===== src/rtl/core/bpc_pkg.sv =====
// ----------------------------------------------------------------------------
// bpc_pkg
// shared codes and types for the bipartite two-coloring block
// ----------------------------------------------------------------------------
package bpc_pkg;

  // operation codes of an input word
  localparam logic [1:0] OP_CLEAR = 2'd0;
  localparam logic [1:0] OP_ADD   = 2'd1;
  localparam logic [1:0] OP_CHECK = 2'd2;

  // side codes
  localparam logic [1:0] SIDE_FIRST = 2'd0;
  localparam logic [1:0] SIDE_NONE  = 2'd2;

  // vertex_count after reset
  localparam logic [6:0] VCOUNT_RESET = 7'd64;

  // adjacency store control
  typedef struct packed {
    logic rd_en;
    logic wr_en;
    logic clear;
  } adj_ctl_t;

  typedef enum logic [11:0] {
    ST_IDLE      = 12'b0000_0000_0001,
    ST_ADD_RD    = 12'b0000_0000_0010,
    ST_ADD_WR    = 12'b0000_0000_0100,
    ST_INIT      = 12'b0000_0000_1000,
    ST_LOAD      = 12'b0000_0001_0000,
    ST_ROW_WAIT  = 12'b0000_0010_0000,
    ST_SCAN      = 12'b0000_0100_0000,
    ST_SIDE_WAIT = 12'b0000_1000_0000,
    ST_POP_WAIT  = 12'b0001_0000_0000,
    ST_EMIT_RD   = 12'b0010_0000_0000,
    ST_EMIT_LD   = 12'b0100_0000_0000,
    ST_EMIT_HOLD = 12'b1000_0000_0000
  } state_t;

endpackage


===== src/rtl/core/bpc_ram.sv =====
// ----------------------------------------------------------------------------
// bpc_ram
// simple dual-port ram, one write and one registered read per cycle
// ----------------------------------------------------------------------------
module bpc_ram #(
  parameter int WIDTH = 8,
  parameter int DEPTH = 64
) (
  input  logic                     clk,
  input  logic                     wr_en,
  input  logic [$clog2(DEPTH)-1:0] wr_addr,
  input  logic [WIDTH-1:0]         wr_data,
  input  logic                     rd_en,
  input  logic [$clog2(DEPTH)-1:0] rd_addr,
  output logic [WIDTH-1:0]         rd_data
);

  logic [WIDTH-1:0] mem [DEPTH];

  always_ff @(posedge clk) begin
    if (wr_en) begin
      mem[wr_addr] <= wr_data;
    end
    if (rd_en) begin
      rd_data <= mem[rd_addr];
    end
  end

endmodule


===== src/rtl/core/bpc_adj.sv =====
// ----------------------------------------------------------------------------
// bpc_adj
// adjacency bit matrix, one row per vertex, with per-row valid bits
// ----------------------------------------------------------------------------
module bpc_adj import bpc_pkg::*; #(
  parameter int ROWS = 64
) (
  input  logic                    clk,
  input  logic                    rst,
  input  adj_ctl_t                ctl,
  input  logic [$clog2(ROWS)-1:0] rd_addr,
  input  logic [$clog2(ROWS)-1:0] wr_addr,
  input  logic [ROWS-1:0]         wr_data,
  output logic [ROWS-1:0]         row
);

  logic [ROWS-1:0] row_valid;
  logic            rd_valid;
  logic [ROWS-1:0] ram_q;

  // invalid rows read as empty
  always_ff @(posedge clk) begin
    if (rst || ctl.clear) begin
      row_valid <= '0;
    end else if (ctl.wr_en) begin
      row_valid[wr_addr] <= 1'b1;
    end
    if (ctl.rd_en) begin
      rd_valid <= row_valid[rd_addr];
    end
  end

  bpc_ram #(.WIDTH(ROWS), .DEPTH(ROWS)) u_ram (
    .clk     (clk),
    .wr_en   (ctl.wr_en),
    .wr_addr (wr_addr),
    .wr_data (wr_data),
    .rd_en   (ctl.rd_en),
    .rd_addr (rd_addr),
    .rd_data (ram_q)
  );

  assign row = rd_valid ? ram_q : '0;

endmodule


===== config.mk =====
export PLATFORM = sky130hd
export DESIGN_NAME = bpc_adj
export DESIGN_NICKNAME = d
export VERILOG_FILES = /design/src/rtl/core/bpc_pkg.sv /design/src/rtl/core/bpc_ram.sv /design/src/rtl/core/bpc_adj.sv
export SDC_FILE = /design/constraint.sdc
export NUM_CORES = 2
export LEC_CHECK = 0
export BUFFER_PORTS_ARGS = -buffer_cell sky130_fd_sc_hd__buf_2
export CAP_MARGIN = 20
export CORE_MARGIN = 2
export CORE_UTILIZATION = 35
export CTS_BUF_LIST = sky130_fd_sc_hd__clkbuf_4 sky130_fd_sc_hd__clkbuf_8 sky130_fd_sc_hd__clkbuf_16
export DETAILED_ROUTE_END_ITERATION = 8
export PLACE_DENSITY = 0.53
export SETUP_SLACK_MARGIN = 0.4
export SLEW_MARGIN = 10
export SYNTH_ARGS = -nofsm -noshare
export SYNTH_HDL_FRONTEND = slang
export SYNTH_SLANG_ARGS = --single-unit

===== constraint.sdc =====
create_clock -name clk -period 8.6 [get_ports clk]
set_clock_uncertainty 0.2 [all_clocks]
set_input_delay 1.29 -clock clk [delete_from_list [all_inputs] [get_ports clk]]
set_output_delay 1.29 -clock clk [all_outputs]
set_load 0.01 [all_outputs]

* Yosys cells after proc, flatten, opt, wreduce, memory -nomap -nowiden *
Memory sizes are Yosys's and may differ from the RTL's. A register that Yosys moved wholly into a read port is not among the register bits.
Index checks and enable logic that the tools add are counted.

word-level totals
  register bits after elaboration = 65
  memory bits (writable) = 4,096
  memories kept = 1
  output and inout port bits = 64
  bits of input ports = 81

memory list
  name       words  width  read ports  clocked after memory_dff  wr ports  RTL line       text
  u_ram.mem  64     64     1           1                         1         bpc_ram.sv:18  logic [WIDTH-1:0] mem [DEPTH];

cells by class
  reductions and logical operators = 2
  order comparisons = 3
  bitwise gates (word level) = 1
  multiplexer cells = 7

operator list
  kind                count
  $mux 64             1
  $or 64x64->64       1
  $lt 6x7->1 const B  2
  $bmux 1 s6          1
  $demux 1 s6         1
  $ge 6x1->1 const B  1
  $mux 1              4
  $logic_and 1x1->1   1
  $logic_or 1x1->1    1

* Depth between registers and ports, before layout *
  depth after elaboration = 5
  gate-level depth with buffers = 10
  gate-level depth less buffers = 5

* Modules after synthesis *
A second synthesis with hierarchy kept.

unflattened totals
  cell total of the unflattened synthesis = 6,949
  area total of the unflattened synthesis = 160,058.5 sq um

modules (own cells, without submodules)
  module   cells an instance  area each (sq um)  times used
  bpc_ram  6,598              156,989.3          1
  bpc_adj  351                3,069.2            1

* Least setup slack after synthesis *
OpenSTA, ideal clock, no wires.

  path type = input to register
  from = input port ctl[1] (netlist name)
  to = memory u_ram.mem[40][0] (netlist name) (enable)
  path slack = 1,704 ps
  arrival time = 6,129 ps
  path buffers = 0
  cell stages on the path = 3
  setup time = 567 ps
  data required time = 7,833 ps
  cell sequence = nor2b_1 -> nand2_1 -> nor3_1

on the way
  longest elaborated chain between the ends = 2

RTL lines
  what                          RTL line       text
  start, declared               bpc_adj.sv:10  input adj_ctl_t ctl,
  $mux 1                        bpc_ram.sv:21  if (wr_en) begin
  $mux 1 (not written as such)  bpc_ram.sv:22  mem[wr_addr] <= wr_data;
  end, declared                 bpc_ram.sv:18

No other way between the ends.

* Worst setup path in the final report *
  from = register rd_valid
  to = output port row[61]

on the way
  longest elaborated chain between the ends = 1

RTL lines
  what                    RTL line       text
  start, declared         bpc_adj.sv:18  logic rd_valid;
  start signal, assigned  bpc_adj.sv:29  rd_valid <= row_valid[rd_addr];
  $mux 64                 bpc_adj.sv:43  assign row = rd_valid ? ram_q : '0;
  end, declared           bpc_adj.sv:14  output logic [ROWS-1:0] row

No other way between the ends.

==> results.toml <==
[floorplanning]
fp.dieArea_um2 = 462900
core_um2 = 455800
rows = 248
ioPinCount = 145
die_h_um = 680.4
die_w_um = 680.4
start_util = 0.3513

[worst_setup_path]
crit_family = "buffers and inverters"
r2r-end = "u_ram.rd_data[36]"
regToRegStartpoint = "u_ram.mem[10][36]"
required_ns = 7.11
ff2ff_path_depth = 5
path_class = "flop to primary output"
crit_slowest_cell = "buf_4"
max_stage_delay_ns = 0.62
worstSetupEndpointType = "primary output"
cp.depth = 3
timing.critical_path.buf_inv = 2
cp-endpoint = "row[61]"
setup.worst_path.start_class = "flop"
startpoint = "rd_valid"
worstPathMaxFanout = 43
path_cells = "buf_4 -> and2_1 -> buf_2"
r2r_setup_slack_ns = 6.03
arrival_ns = 2.73

[placement]
hpwl_mm = 250.3
placed_cell_area_um2 = 169100
io_buffers = 144
place.gp.congestion = 0.7551
placed_cells = 12974

[synth]
avgSynthCellArea_um2 = 22.75
syn_area_um2 = 160100
synth_flop_cell = "edfxtp_1"
synth_common_cells = "edfxtp_1, mux4_2, nand2_1"
yosys.area.top_type = "edfxtp_1"
synth_area_leaders = "edfxtp_1, mux4_2, mux2i_1, dfxtp_1, a22oi_1"
yosysMostFrequentCell = "edfxtp_1"
ys_seq_area_frac = 0.7883
ys_ff_latch = 4225
synth_warnings = 0
synth_top_area_share = 0.7803
synth_edf_count = 4161
async_reset_ff_frac = 0
synthCells = 7039
post_synth_num_cell_types = 37
syn_nets = 7120

[layout]
multi_input_area_um2 = 32370
drive_above_1_share = 0.2826
syn2layout_area_growth_pct = 14.93
fin_area_um2 = 184000
num-fill-cells = 39655
final-seq-area_um2 = 126200
fin_nets = 7525
layout.cells.non_filler = 13858

[run_status]
status = "finished, final reports clean"

[clock_network]
cts_tree = "done"
cts_resized = 0
post-cts-setup-buffers = 0
clk_latency_ns = 0.99
cts.reportedPaths.clkPinSlew_ns = 0.06
clockBufferDepth = 4
numClockSinks = 4225
cts_buffers = 436
ctsHoldBuffers = 0
cts-root-buf = "clkbuf_16"
htreeDepth = 5

[timing]
setup_viol = 0
rsz0062_at_grt = "false"
slew_headroom = 0.2129
hold_viol_final = 0
hold_slack_ns = 0.2624
max_freq_mhz = 237.1
period_share = 0.4905
fin_crit_ns = 4.218
slew_viol_final = 0
worst_pin_slew_ns = 1.178
setup_tns_ns = 0

[global_route]
grt_first_pass_wirelength_mm = 676.5
grt_pass1_vias = 80237
overflow = 0
grt_antenna_before_repair = 59
grt_usage = 0.2102
grt_max_degree = 111

[power_and_ir_drop]
power.density_nw_per_um2 = 237.4
vdd_ir_drop_max_mv = 0.1638
p_leak_nw = 56.80

[routing]
drc_errors = 0
drtIter0Drc = 11538
vias = 79880
totalWireLength_mm = 495.3
firstDrtPassIters = 6
via_per_inst = 5.764
detail-route-antenna-nets = 0
wire_per_inst_um = 35.74

[worst_hold_path]
hp-start = "row_valid[12]"
hp-class = "flop to flop"

[flow_run]
maxCapViolCount = 0
==> placed cells by master (no fill, tap or decap), types with 22 or more instances in the layout <==
cell type,synthesis,layout
dfxtp_1,64,64
nor2_1,113,50
clkinv_1,0,116
mux2i_1,141,141
o21ai_1,44,44
clkinv_2,0,78
nand3_1,180,180
nor2_4,0,64
mux4_2,1040,1040
a22oi_1,130,130
o221ai_1,36,36
or2_2,27,27
bufinv_16,0,35
buf_2,172,139
clkbuf_4,0,90
a41oi_1,28,28
edfxtp_1,4161,4161
or3_1,31,31
buf_12,0,82
buf_4,38,146
nor2b_1,25,22
diode_2,0,49
nand2_1,196,194
nand4_1,82,82
clkbuf_16,0,441
o21a_1,64,64
and2_1,67,66
o22ai_1,83,83
==> final cells by class <==
type | instances | share of cell area
flip-flops and latches | 4225 | 0.6859
multi-input cells | 2389 | 0.1759
clock buffers | 539 | 0.06424
well taps | 6000 | 0.04079
repair buffers | 373 | 0.01925
clock inverters | 264 | 0.01284
diodes | 49 | 0.0006663
inverters | 19 | 0.0003875
==> through the flow <==
stage / util / setup WS, ns / total power [mW]
floorplan: - / 1.704 / 24.38
global placement: 0.3708 / 3.398 / 25.31
detailed placement: 0.3709 / 3.366 / 25.35
CTS: 0.4020 / 4.308 / 43.96
global route: 0.4037 / 4.209 / 44.87
finish: 0.4037 / 4.382 / 43.69
==> logic make-up after synthesis <==
logic type      count (synthesis)  share of synthesized area
buf+inv                       425                    0.01299
mux                          1181                     0.1551
simple gates                  764                    0.02365
flops                        4225                     0.7883
compound gates                444                    0.01995
==> flip-flops by register name, indices dropped and copies added (netlist names) <==
register / count
rd_valid: 1
u_ram.rd_data: 64
row_valid: 64
u_ram.mem: 4096
==> report_power, final <==
part           switching [mW]  internal [mW]  leakage (nW)
combinational            1.29          0.723          11.7
sequential             0.0886           22.8          38.0
clock                    7.98           10.8          7.08
==> per-layer routing <==
layer  up-vias  routed length [µm]  global-route usage
li1      30838                   -                   -
met1     44457              205300              0.2982
met2      3832              236800              0.3386
met3       737               39710             0.03276
met4        16               13400             0.05677
met5         -                 110                   0
==> how the worst min path moves through the flow <==
stage	slack (ns)	cells past startpoint	to
floorplan	0.24	1	row_valid[12]
global placement	0.24	1	row_valid[22]
detailed placement	0.25	1	row_valid[12]
CTS	0.26	1	row_valid[12]
global route	0.28	1	row_valid[22]
finish	0.26	1	row_valid[12]
Note: power is estimated with default switching activity, not from simulation.
