[config.mk]
export PLATFORM = sky130hd
export DESIGN_NAME = bpc_ram
export DESIGN_NICKNAME = d
export VERILOG_FILES = /design/src/rtl/core/bpc_ram.sv
export SDC_FILE = /design/constraint.sdc
export NUM_CORES = 1
export LEC_CHECK = 0
export BUFFER_PORTS_ARGS = -buffer_cell sky130_fd_sc_hd__buf_2
export CORE_MARGIN = 2
export CORE_UTILIZATION = 50
export CTS_CLUSTER_DIAMETER = 150
export DETAILED_ROUTE_END_ITERATION = 8
export PLACE_DENSITY = 0.74
export SYNTH_ARGS = -nofsm -noshare
export SYNTH_HDL_FRONTEND = slang
export SYNTH_SLANG_ARGS = --single-unit
[constraint.sdc]
create_clock -name clk -period 4.85 [get_ports clk]
set_clock_uncertainty 0.15 [all_clocks]
set_input_delay 1.2125 -clock clk [delete_from_list [all_inputs] [get_ports clk]]
set_output_delay 1.2125 -clock clk [all_outputs]
set_load 0.01 [all_outputs]
[src/rtl/core/bpc_ram.sv]
// ----------------------------------------------------------------------------
// bpc_ram
// simple dual-port ram, one write and one registered read per cycle
// ----------------------------------------------------------------------------
module bpc_ram #(
  parameter int WIDTH = 8,
  parameter int DEPTH = 64
) (
  input  logic                     clk,
  input  logic                     wr_en,
  input  logic [$clog2(DEPTH)-1:0] wr_addr,
  input  logic [WIDTH-1:0]         wr_data,
  input  logic                     rd_en,
  input  logic [$clog2(DEPTH)-1:0] rd_addr,
  output logic [WIDTH-1:0]         rd_data
);

  logic [WIDTH-1:0] mem [DEPTH];

  always_ff @(posedge clk) begin
    if (wr_en) begin
      mem[wr_addr] <= wr_data;
    end
    if (rd_en) begin
      rd_data <= mem[rd_addr];
    end
  end

endmodule

### Word level (Yosys, flattened, before mapping)

Memory sizes are Yosys's and may differ from the RTL's. A register that Yosys moved wholly into a read port is not among the register bits.
Index checks and enable logic that the tools add are counted.

* bits in writable memories: 512
* memories: 1
* bits in registers: 0
* input bits: 23
* output and inout port bits: 8
* logic and storage cells: 3

Memories
* mem: words 64, bits a word 8, read ports 1, clocked after Yosys merged registers in 1, wr ports 1, line 18 `logic [WIDTH-1:0] mem [DEPTH];`

* mux-type cells: 2

Operators with widths (count)
* $mux W1: 2

### Logic depth before layout (Yosys ltp)

Gate-level depths: netlist of run 1.

* depth after elaboration: 2
* gate-level depth with buffers: 9
* depth with buffers taken out: 5

### Worst setup path before layout of run 1

No wires, ideal clock.

* path kind: in2reg
* start: in rd_addr[1]
* end: reg rd_data[3] (read register of mem) (data pin)
* buffers on the path: 3
* stages: 7
* data required time: 4.434 ns
* slack: 1.681 ns
* library setup time: 0.266 ns
* arrival time: 2.752 ns
* cells stage by stage: buf_4 buf_2 buf_2 mux4_2 mux4_2 o21ai_1 o41ai_1

RTL lines
* start, declared: line 14 `input logic [$clog2(DEPTH)-1:0] rd_addr,`
* end, declared: line 15 `output logic [WIDTH-1:0] rd_data`

==> results of run 1 <==
==> logic make-up after synthesis <==
| family | after synthesis | share of synthesized area (%) |
|---|---|---|
| mux | 162 | 15.9 |
| buf+inv | 51 | 1.56 |
| compound gates | 54 | 2.06 |
| simple gates | 153 | 3.37 |
| flops | 520 | 77.1 |
==> state kept, by name (all words and copies together) (netlist names) <==
name and flops:
mem 512, rd_data 8
==> Yosys cell counts, types with 7 or more instances <==
master | instances | share of area [%]
nand3_1 | 13 | 0.32
o22ai_1 | 8 | 0.25
nor2b_1 | 14 | 0.43
buf_2 | 11 | 0.27
mux2i_1 | 23 | 1.1
mux4_2 | 126 | 14
buf_4 | 13 | 0.48
mux2_2 | 13 | 0.72
nor3_1 | 7 | 0.17
nor2_1 | 83 | 1.5
nand2_1 | 19 | 0.35
nand2b_1 | 7 | 0.22
edfxtp_1 | 520 | 77
clkbuf_1 | 17 | 0.32
o221ai_1 | 8 | 0.35
==> path summary, 6_finish.rpt <==
path | start | endpoint | slack, ps | cells past startpoint
setup / recovery | rd_addr[0] | rd_data[5] | 970 | 6
hold / removal | mem[7][7] | rd_data[7] | 780 | 4
hold reg to reg | mem[7][7] | rd_data[7] | 780 | 4
setup reg to reg | mem[2][5] | rd_data[5] | 2180 | 4
==> through the flow <==
step                power [µW]  util (%)  cell area (µm²)  hold WS [ps]
detailed placement        5540      52.7            21000           771
global placement          5530      52.7            21000           735
floorplan                 5350         -            20200           647
CTS                       9130      56.5            22500           787
finish                    9090      56.5            22500           778
global route              9320      56.5            22500           821
==> worst max-delay path, delay by kind of cell <==
| family | cells | cell delay [ps] |
|---|---|---|
| AO/OA/AOI/OAI | 2 | 1260 |
| buffers and inverters | 2 | 820 |
| AND/OR/NAND/NOR | 1 | 140 |
| multiplexers | 1 | 530 |
==> metal layers <==
layer  up-vias  track usage, %
met5         -               0
met4         0            7.71
met3        85            4.09
met2       497            34.4
met1      5060            29.9
li1       4061               -
==> area by class of cell <==
| class | instances | area (µm²) | area share (%) |
|---|---|---|---|
| flip-flops and latches | 520 | 15600 | 69.4 |
| clock buffers | 58 | 1300 | 5.79 |
| multi-input cells | 369 | 4320 | 19.2 |
| repair buffers | 59 | 382 | 1.70 |
| diodes | 3 | 7.51 | 0.0334 |
| clock inverters | 31 | 215 | 0.957 |
| well taps | 525 | 657 | 2.92 |
==> report_power, final <==
part,internal [µW],leakage [µW],switching (µW)
Clock,2070,0.000737,1580
Combinational,170,0.00154,281
Sequential,4990,0.00469,11.2
==> flow_summary.toml, run 1 <==
[clocking]
cts.sinks = 520
cts_setup_buffers = 0
tritoncts = "done"
clockRootBuffer = "clkbuf_16"
clk_latency_ps = 580
cts.repair.resized = 0
htree_levels = 2
ctsLongestPathBuffers = 3
cts_buffers = 49
cts_hold_repair.buffers = 0
clk_pin_slew_ps = 60

[synth]
synth_cells = 940
synthArstFlopShare_pct = 0
yosys_warnings = 0
synthFlopType = "edfxtp_1"
ys_seq_elements = 520
syn_area_um2 = 20200
yosysSeqAreaShare_pct = 77.1
synth_edf_count = 520
synthDistinctLibCells = 39
syn_nets = 963
avgSynthCellArea_um2 = 21.5

[final_layout]
layout_common_cells = "520 x edfxtp_1, 126 x mux4_2, 83 x nor2_1"
nets = 1022
drive_above_1_share_pct = 25.4
syn2layout_area_growth_pct = 11.1
fill_cells = 2925
final_cell_count_no_fill = 1565
final_common_cell = "edfxtp_1"

[hold_path]
hold_path.class = "register to register"

[setup_path]
end_kind = "register"
start_kind = "primary input"
cp.arrival_ps = 4000
crit_path_max_fanout = 43
path_cells = "clkbuf_8 -> buf_4 -> mux4_2 -> nor2b_1 -> a2111oi_0 -> o41ai_1"
slowest_delay_ps = 1060
cp_slowest_cell = "a2111oi_0"
required_ps = 4980
setup.worst_path.class = "primary input to register"

[sta]
rsz0062_at_grt = "no"
setup_viol = 0
fin_ws_ps = 973
post-route-min-period_ps = 3880
max-slew-margin-rel_pct = 16.5
final.period_utilization_pct = 79.9
fin_setup_tns_ps = 0
slew_viol_final = 0
final-hold-violation-count = 0
max_freq_mhz = 258
worst_pin_slew_ps = 1220

[global_routing]
grt_pass1_vias = 9944
grt_pass1_wl_um = 64800
antenna_found_initial = 0
gr-usage-all-layers_pct = 21.5
grt_overflow = 0
grt_max_degree = 65

[route]
drtAntennaViolNets = 0
dr.pass1.iters = 5
drtIter0Drc = 1275
wl_met2_um = 20900
drt-wirelength-per-cell_um = 27.9
dr.max_layer_used = "met4"
totalWireLength_um = 43700
met1_length_um = 17500
via_count = 9703
met3_wirelength_um = 3910
remaining_drc_errors = 0
vias_per_cell = 6.20

[power_and_ir_drop]
power.leakage_uw = 0.00696
vdd_drop_max_uv = 235
p_per_area_nw_per_um2 = 404

[placement]
hpwlAfterDp_um = 26800
globalplace.congestion = 0.828
place_inst = 1473
port_buffers = 30
pre_cts_ws_ps = 493

[floorplan]
initial_utilization_pct = 50.8
dieArea_um2 = 42100
num_rows = 73
boundaryPins = 31
die_h_um = 205
die_w_um = 205
core_um2 = 39800

[flow_run]
drv_cap = 0

[outcome]
outcome = "complete, no violations"
No activity file was read; power rests on OpenSTA's default activity.
==> run 2: changes to the inputs <==
Settings changed: PLACE_DENSITY 0.74 to 0.76.
Clock period 4.85 ns to 3.5 ns, I/O delays scaled along.
==> run 2 against run 1 <==
  * Routed wire length increased by 2.1%
  * Die area stayed put
  * Clock power is 36% higher
  * Clock-buffer cell count grew 7
  * Cell count up 4.3%
  * Largest cell class unchanged
  * Sequential share of layout area decreased by 1.8 points
  * Critical path depth up 1
  * Final area rose by 2.7%
  * Combinational power grew 45%
  * Worst hold slack worse by 250 ps
  * First-iteration DRC count decreased by 3.2%
  * Critical endpoint is now rd_data[2]
  * Global-route usage is 0.63 points higher
==> flow_summary.toml, run 2 (synthesized netlist as in run 1, its figures left out) <==
[setup_path]
start_kind = "primary input"
setup.worst_path.class = "primary input to register"
end_kind = "register"
required_ps = 3670
crit_path_max_fanout = 28
cp.arrival_ps = 2900

[final_layout]
largest_register = "mem"
drive_above_1_share_pct = 30.1
final_common_cell = "edfxtp_1"
design_area_um2 = 23100
largest_register_ffs = 512
final_cell_count_no_fill = 1632
reg.largest.list = "mem x512, rd_data x8"
layout_common_cells = "520 x edfxtp_1, 126 x mux4_2, 95 x buf_4"
syn2layout_area_growth_pct = 14.1
nets = 1096
diodes = 0

[global_routing]
grt_max_degree = 65
grt_overflow = 0
use_met3_pct = 4.91
grt_pass1_wl_um = 66400
use_met2_pct = 35.0
busiest_layer = "met2"
grt_pass1_vias = 10200
gr-usage-all-layers_pct = 22.1
met1_usage_pct = 30.8
antenna_found_initial = 0

[placement]
globalplace.congestion = 0.848
pre_cts_ws_ps = 146
hpwlAfterDp_um = 28300
place_inst = 1546
postPlaceCellArea_um2 = 21600
port_buffers = 30

[hold_path]
hold_path.class = "primary input to register"

[clocking]
ctsLongestPathBuffers = 3
cts_buffers = 50
cts.sinks = 520
tritoncts = "done"
clockRootBuffer = "clkbuf_16"
cts.repair.resized = 0
cts_setup_buffers = 0
cts_hold_repair.buffers = 0
clk_latency_ps = 590
htree_levels = 2
clk_pin_slew_ps = 60

[floorplan]
die_h_um = 205
die_w_um = 205
boundaryPins = 31
num_rows = 73
initial_utilization_pct = 50.8
dieArea_um2 = 42100
core_um2 = 39800

[sta]
worst_pin_slew_ps = 1220
max-slew-margin-rel_pct = 19.0
setup_viol = 0
slew_viol_final = 0
fin_ws_ps = 762
fin_setup_tns_ps = 0
max_freq_mhz = 365
final-hold-violation-count = 0
rsz0062_at_grt = "no"
post-route-min-period_ps = 2740
final.period_utilization_pct = 78.2

[power_and_ir_drop]
power.leakage_uw = 0.00738
vdd_drop_max_uv = 361
p_per_area_nw_per_um2 = 543
p_total_uw = 12500

[route]
dr.pass1.iters = 6
drtAntennaViolNets = 0
drt-wirelength-per-cell_um = 27.3
via_count = 10000
remaining_drc_errors = 0
totalWireLength_um = 44600
drtIter0Drc = 1234
vias_per_cell = 6.15

[outcome]
outcome = "complete, no violations"

[flow_run]
drv_cap = 0
==> run 2: cell types whose count changed in the layout (fill, tap and decap cells not counted), sizes merged <==
cell and change:
buf +73, clkinvlp -2, clkbuf +7, bufinv -1, diode -3, clkinv -7
==> run 2: worst paths after layout <==
| check | from | end | slack (ps) | cells after the start |
|---|---|---|---|---|
| max | rd_addr[0] | rd_data[2] | 760 | 7 |
| min | rd_en | rd_data[4] | 520 | 1 |
| max reg2reg | mem[46][2] | rd_data[2] | 1210 | 4 |
| min reg2reg | mem[18][1] | rd_data[1] | 750 | 4 |
==> run 2: final cells by class <==
type	instances	area [µm²]
clock buffer	65	1330
clock inverter	21	148
fill	2831	16700
multi-input combinational	369	4320
sequential	520	15600
tap	525	657
timing repair buffer	132	1040
==> run 2: report_power, final <==
group | internal, µW | total [µW] | switching [µW] | leakage (µW)
combinational | 260 | 655 | 394 | 0.00197
clock | 2800 | 4960 | 2160 | 0.000720
sequential | 6910 | 6930 | 19.4 | 0.00469
==> run 2: per-layer routing <==
layer | vias to the layer above | routed length, µm
met5 | - | 0
met4 | 0 | 1390
met3 | 102 | 4280
met2 | 545 | 21700
met1 | 5202 | 17200
li1 | 4191 | -
==> run 2: worst max-delay path: stages <==
cell and delay (ps):
clkbuf_8 310, buf_12 280, buf_4 260, mux2i_1 320
a221oi_1 120, a221oi_1 530, o2bb2ai_1 130
==> run 2: through the flow <==
step | utilization [%] | hold WS [ps]
finish | 58.0 | 523
floorplan | - | 647
CTS | 58.0 | 490
global placement | 54.3 | 722
detailed placement | 54.3 | 739
global route | 58.0 | 493
